### config.mk
export PLATFORM = sky130hd
export DESIGN_NAME = lca_argmax
export DESIGN_NICKNAME = d
export VERILOG_FILES = /design/src/design/linear_classifier_argmax_defines.svh /design/src/design/lca_pkg.sv /design/src/design/lca_argmax.sv
export SDC_FILE = /design/constraint.sdc
export NUM_CORES = 1
export LEC_CHECK = 0
export BUFFER_PORTS_ARGS = -buffer_cell sky130_fd_sc_hd__clkbuf_2
export CAP_MARGIN = 10
export CORE_UTILIZATION = 55
export CTS_CLUSTER_DIAMETER = 30
export DETAILED_ROUTE_END_ITERATION = 12
export GPL_ROUTABILITY_DRIVEN = 0
export HOLD_SLACK_MARGIN = 0.05
export PLACE_DENSITY = 0.89
export SLEW_MARGIN = 10
export SYNTH_ARGS = -nofsm -noshare
export SYNTH_HDL_FRONTEND = slang
export SYNTH_SLANG_ARGS = --single-unit
### constraint.sdc
create_clock -name i_clk -period 5.45 [get_ports i_clk]
set_clock_uncertainty 0.2 [all_clocks]
set_input_delay 0.8175 -clock i_clk [delete_from_list [all_inputs] [get_ports i_clk]]
set_output_delay 0.8175 -clock i_clk [all_outputs]
set_load 0.02 [all_outputs]
### src/design/linear_classifier_argmax_defines.svh
// Assertion macros for the linear classifier block.
// Included by the files that carry concurrent assertions; no other dependencies.
`ifndef LINEAR_CLASSIFIER_ARGMAX_DEFINES_SVH
`define LINEAR_CLASSIFIER_ARGMAX_DEFINES_SVH

`ifndef SYNTHESIS

// Checked on every clock edge outside reset.
`define LCA_ASSERT(lbl, prop) \
    lbl: assert property (@(posedge i_clk) disable iff (!i_rst_n) prop) \
        else $error("linear_classifier_argmax: assertion failed");

// Checked on every clock edge, reset included.
`define LCA_ASSERT_ALWAYS(lbl, prop) \
    lbl: assert property (@(posedge i_clk) prop) \
        else $error("linear_classifier_argmax: assertion failed");

`else

`define LCA_ASSERT(lbl, prop)
`define LCA_ASSERT_ALWAYS(lbl, prop)

`endif

`endif

### src/design/lca_pkg.sv
// Shared types and constants of the linear classifier block.
// No dependencies.
package lca_pkg;

    localparam int PIXF_W = 10;   // weight_pixel field
    localparam int CLS_W  = 4;    // class index fields
    localparam int WVAL_W = 24;   // weight_value field
    localparam int PXV_W  = 8;    // pixel_value field
    localparam int ACC_W  = 48;   // accumulator and score width

    localparam logic CMD_LOAD  = 1'b0;
    localparam logic CMD_PIXEL = 1'b1;

    typedef logic signed [ACC_W-1:0] t_score;

    typedef struct packed {
        logic                     command;
        logic [PIXF_W-1:0]        weight_pixel;
        logic [CLS_W-1:0]         weight_class;
        logic signed [WVAL_W-1:0] weight_value;
        logic [PXV_W-1:0]         pixel_value;
    } t_in;

    typedef struct packed {
        logic [CLS_W-1:0] predicted_class;
        t_score           best_score;
    } t_out;

endpackage

### src/design/lca_argmax.sv
// Registered comparison tree picking the highest score, lowest index on ties.
// Depends on lca_pkg.
module lca_argmax
    import lca_pkg::*;
#(
    parameter int NUM_CLASSES = 10
) (
    input  logic   i_clk,
    input  logic   i_rst_n,
    input  logic   i_valid,
    input  t_score i_score [NUM_CLASSES],
    output logic   o_valid,
    output t_out   o_best
);

    localparam int LVL    = $clog2(NUM_CLASSES);
    localparam int LEAVES = 1 << LVL;

    typedef struct packed {
        logic             present;
        logic [CLS_W-1:0] idx;
        t_score           score;
    } t_node;

    function automatic t_node pick(input t_node a, input t_node b);
        // left child always holds the lower indices, so it keeps ties
        if (b.present && (b.score > a.score)) begin
            return b;
        end
        return a;
    endfunction

    t_node            w_node [1:2*LEAVES-1];
    t_node            r_node [1:LEAVES-1];
    logic [LVL-1:0]   r_vld;

    for (genvar k = 0; k < LEAVES; k++) begin : g_leaf
        if (k < NUM_CLASSES) begin : g_used
            assign w_node[LEAVES+k] = '{present: 1'b1, idx: CLS_W'(k), score: i_score[k]};
        end else begin : g_pad
            assign w_node[LEAVES+k] = '{present: 1'b0, idx: CLS_W'(k), score: '0};
        end
    end

    for (genvar i = 1; i < LEAVES; i++) begin : g_node
        always_ff @(posedge i_clk) begin
            r_node[i] <= pick(w_node[2*i], w_node[2*i+1]);
        end
        assign w_node[i] = r_node[i];
    end

    always_ff @(posedge i_clk) begin
        if (!i_rst_n) begin
            r_vld <= '0;
        end else if (LVL > 1) begin
            r_vld <= {r_vld[LVL-2:0], i_valid};
        end else begin
            r_vld <= LVL'(i_valid);
        end
    end

    assign o_valid               = r_vld[LVL-1];
    assign o_best.predicted_class = w_node[1].idx;
    assign o_best.best_score      = w_node[1].score;

endmodule

== Yosys cells after proc, flatten, opt, wreduce, memory -nomap -nowiden ==
Memory sizes are Yosys's and may differ from the RTL's.
Index checks and enable logic that the tools add are counted.
Word-level totals
  input bits: 483
  output and inout port bits: 53
  logic and storage cells: 57
  memories kept: 1
  RAM bits: 795
  flip-flop bits (word level): 4
Cells by class
  reductions and logical operators: 7
  order comparisons: 12
  muxes and demuxes: 36
Memories
  r_node: depth 15, width 53, rd ports 15, clocked after memory_dff 0, write ports 15, line lca_argmax.sv:34  | t_node r_node [1:LEAVES-1];
Operators with widths (count)
  $mux 53: 24
  $gt 48x48->1: 12
  $mux 1: 12
  $logic_and 1x1->1: 7

== Depth between registers and ports, before layout ==
An unclocked memory read counts as a cell.
  depth after elaboration: 5
  gate-level depth with buffers: 13
  depth with buffers taken out: 11

== Least setup slack after synthesis ==
OpenSTA, ideal clock, no wires.
  kind: input -> register
  start: in i_score[281] (netlist name)
  end: reg, netlist name r_node[0][569]
  arrival time: 3256 ps
  stages on the path: 11
  setup time: 123 ps
  required time: 5127 ps
  setup slack: 1871 ps
  path buffers: 2
  cell sequence: inv_1 ha_1 a21o_1 a21o_1 a2111oi_2 o211ai_1 or4_4 mux2i_4 buf_6 buf_6 mux2_1
RTL lines
  from (decl): line lca_argmax.sv:11  | input t_score i_score [NUM_CLASSES],

==> qor.csv <==
metric,value,unit
run status,completed,
Multi-input gate area,14300,µm²
worst r2r src,r_node[0][153],
fillcell total,3351,
CP Max Fanout,29,
clk_lat worst skew,0.64,ns
Finish-stage setup viols,0,
first-pass GRT wire length,125,mm
Final Hold Violating Endpoints,0,
R2R depth,11,
Finished Layout Cells,4000,
Final nets,4134,
Fmax achieved,227,MHz
CORE AREA,49200,µm²
Slowest cell on crit path,nor4_1,
DR WL/cell,21.1,µm
Sw Ratio,0.328,
cell internal pwr,12.0,mW
DRT antenna net count,0,
initial antenna violation count,23,
min cycle time layout,4.41,ns
leakage,17.5,nW
Reg power frac,0.328,
die height,226,µm
Unique masters post-synth,44,
cells after synthesis,2653,
1st-pass router iterations,6,
worst stage delay on the critical path,0.75,ns
"Seq/Total Area, Yosys",0.400,
syn nets,3568,
max-slew violations,0,
vias in the first global route,23300,
Worst Hold Path EP,r_node[0][344],
Post-CTS Setup Bufs,0,
initial drt markers,1096,
critical-path cell list,inv_1 -> ha_1 -> nand4_1 -> nor4_1 -> and2_1 -> nand2_1 -> o21ai_0 -> o211ai_1 -> nand2_2 -> buf_4 -> mux2_2,
Setup TNS,0,ns
worst r2r dst,r_node[0][62],
IO buf count,535,
I/O pins,536,
type of origin of the critical path,flop,
via count,22100,
CTS H-tree lvls,3,
Mean Syn Cell Area,10.4,µm²
worst hold path type,flop to flop,
maximum number of pins on one net before global-route repair,35,
Initial Util,0.560,
max cap viols,0,
Clock Power Share,0.380,
final wirelength,84.3,mm
residual DRC count,0,
Die Wd,226,µm
TritonCTS Buffers,108,
period utilization,0.808,
synth-to-layout area growth,25.2,%
Finished Cell Area,34500,µm²
r2r setup slk,1.04,ns
max_slew headroom,0.330,
Via-to-Cell Ratio,5.53,
CP Class,flop to flop,
YS warnings,0,
post-synthesis cell area,27500,µm²
clock sinks,550,
CTS tree,done,
Hold Buf Count CTS,0,
final hold slack,0.113,ns
RSZ-0062 raised after global routing,false,
Comb power frac,0.292,
VDD IR max,0.261,mV
flip-flop and latch area,11000,µm²
Synth Register Bits,550,
Worst-Margin Slew,0.996,ns
crit path DAT,4.73,ns
DP HPWL,64.9,mm
Crit. End Element,flop,
CTS Buffer Depth,3,
placed inst area,30600,µm²
Resize count post-CTS,0,
"Req. time, crit path",5.77,ns
Hold Path Depth,0,
root buf cell,clkbuf_16,
gr usage total,0.325,
hold_sp,r_node[0][662],
"most common cell after layout, fill and taps aside",dfxtp_1,
grt total ovfl,0,
PD cells,518,nW/µm²
dpl cells,3773,
switching pwr,5.86,mW
row cnt,81,
fraction of layout cells with a size suffix above 1,0.360,
"leading cell types in the layout, fill and taps excluded","dfxtp_1 (550), clkbuf_2 (535), inv_1 (435)",
Die ar.,51000,µm²
"CTS clk-pin slew, worst paths",0.05,ns
[power groups by stage]
stage	Sequential [mW]	Clock, mW	Combinational [mW]
floorplan	5.49	0	3.96
global placement	5.88	0	4.93
detailed placement	5.91	0	5.08
CTS	5.85	6.85	5.21
global route	5.93	7.07	5.69
finish	5.86	6.79	5.22
[area by class of cell]
class / instances / area share
well taps: 664 / 0.0241
repair buffers: 553 / 0.0827
clock buffers: 122 / 0.0838
flip-flops and latches: 550 / 0.319
clock inverters: 81 / 0.0264
multi-input cells: 1566 / 0.414
diodes: 24 / 0.00174
inverters: 440 / 0.0479
[worst max path at each step]
stage	slack [ns]	start	cells past startpoint	endpoint
2_1_floorplan	1.87	i_score[281]	11	r_node[0][569]
3_3_place_gp	0.63	i_score[283]	11	r_node[0][535]
3_5_place_dp	0.63	i_score[283]	11	r_node[0][534]
4_1_cts	1.07	r_node[0][153]	11	r_node[0][62]
5_1_grt	0.84	r_node[0][153]	11	r_node[0][62]
6_report	1.04	r_node[0][153]	11	r_node[0][62]
[worst max-delay path, delay by kind of cell, from the launching register on]
family / cells / cell delay [ns]
buffers and inverters: 2 / 0.45
adders and majority gates: 1 / 0.32
AOI/OAI and AO/OA: 2 / 0.55
DFF: 1 / 0.34
muxes: 1 / 0.39
and+or+nand+nor: 5 / 2.02
[cell families after synthesis]
family,after synthesis,synth area share
muxes,439,0.180
DFF,550,0.400
buffers and inverters,537,0.0828
and+or+nand+nor,349,0.0647
adders and majority gates,432,0.196
AOI/OAI and AO/OA,346,0.0764
[registers in the layout, indices dropped and copies added, names as in the netlist]
name	cells
r_vld	4
r_node	546
[Yosys cell counts]
cell type,n,share of area
a2111o_1,1,0.00041
a2111oi_2,1,0.00055
a211o_1,6,0.0019
a211oi_1,27,0.0074
a21boi_0,17,0.0046
a21o_1,33,0.0090
a21oi_1,169,0.031
a221o_1,2,0.00073
a221oi_1,6,0.0019
a2bb2oi_1,6,0.0019
a31oi_1,6,0.0014
and2_1,5,0.0011
and3_1,8,0.0018
and3b_1,6,0.0019
buf_2,33,0.0060
buf_4,55,0.015
buf_6,2,0.00082
clkbuf_1,7,0.00095
clkinv_1,1,0.00014
dfxtp_1,550,0.40
ha_1,432,0.20
inv_1,439,0.060
mux2_1,9,0.0037
mux2_2,428,0.18
mux2i_1,1,0.00036
mux2i_4,1,0.00082
nand2_1,89,0.012
nand2b_1,1,0.00023
nand3_1,62,0.011
nand4_1,93,0.021
nor2_1,38,0.0052
nor2b_1,9,0.0020
nor3_1,23,0.0042
nor4_1,12,0.0027
o211ai_1,11,0.0030
o21a_1,6,0.0016
o21ai_0,43,0.0078
o21ai_1,1,0.00018
o311ai_1,1,0.00032
o31a_1,6,0.0019
o31ai_1,4,0.0011
or3_1,1,0.00023
or4_1,1,0.00027
or4_4,1,0.00041
[metal layers]
| layer | global-route usage | wire [µm] | vias up |
|---|---|---|---|
| li1 | - | - | 10400 |
| met1 | 0.354 | 32300 | 10400 |
| met2 | 0.565 | 41200 | 954 |
| met3 | 0.0835 | 5950 | 305 |
| met4 | 0.195 | 4940 | 2 |
| met5 | 0 | 14 | - |
[stage by stage]
step	total power [mW]	utilization	worst slack [ns]
global placement	10.8	0.623	0.631
detailed placement	11.0	0.623	0.626
CTS	17.9	0.700	1.07
floorplan	9.46	-	1.87
global route	18.7	0.701	0.838
finish	17.9	0.701	1.04
Power figures use the tool's default switching activity.
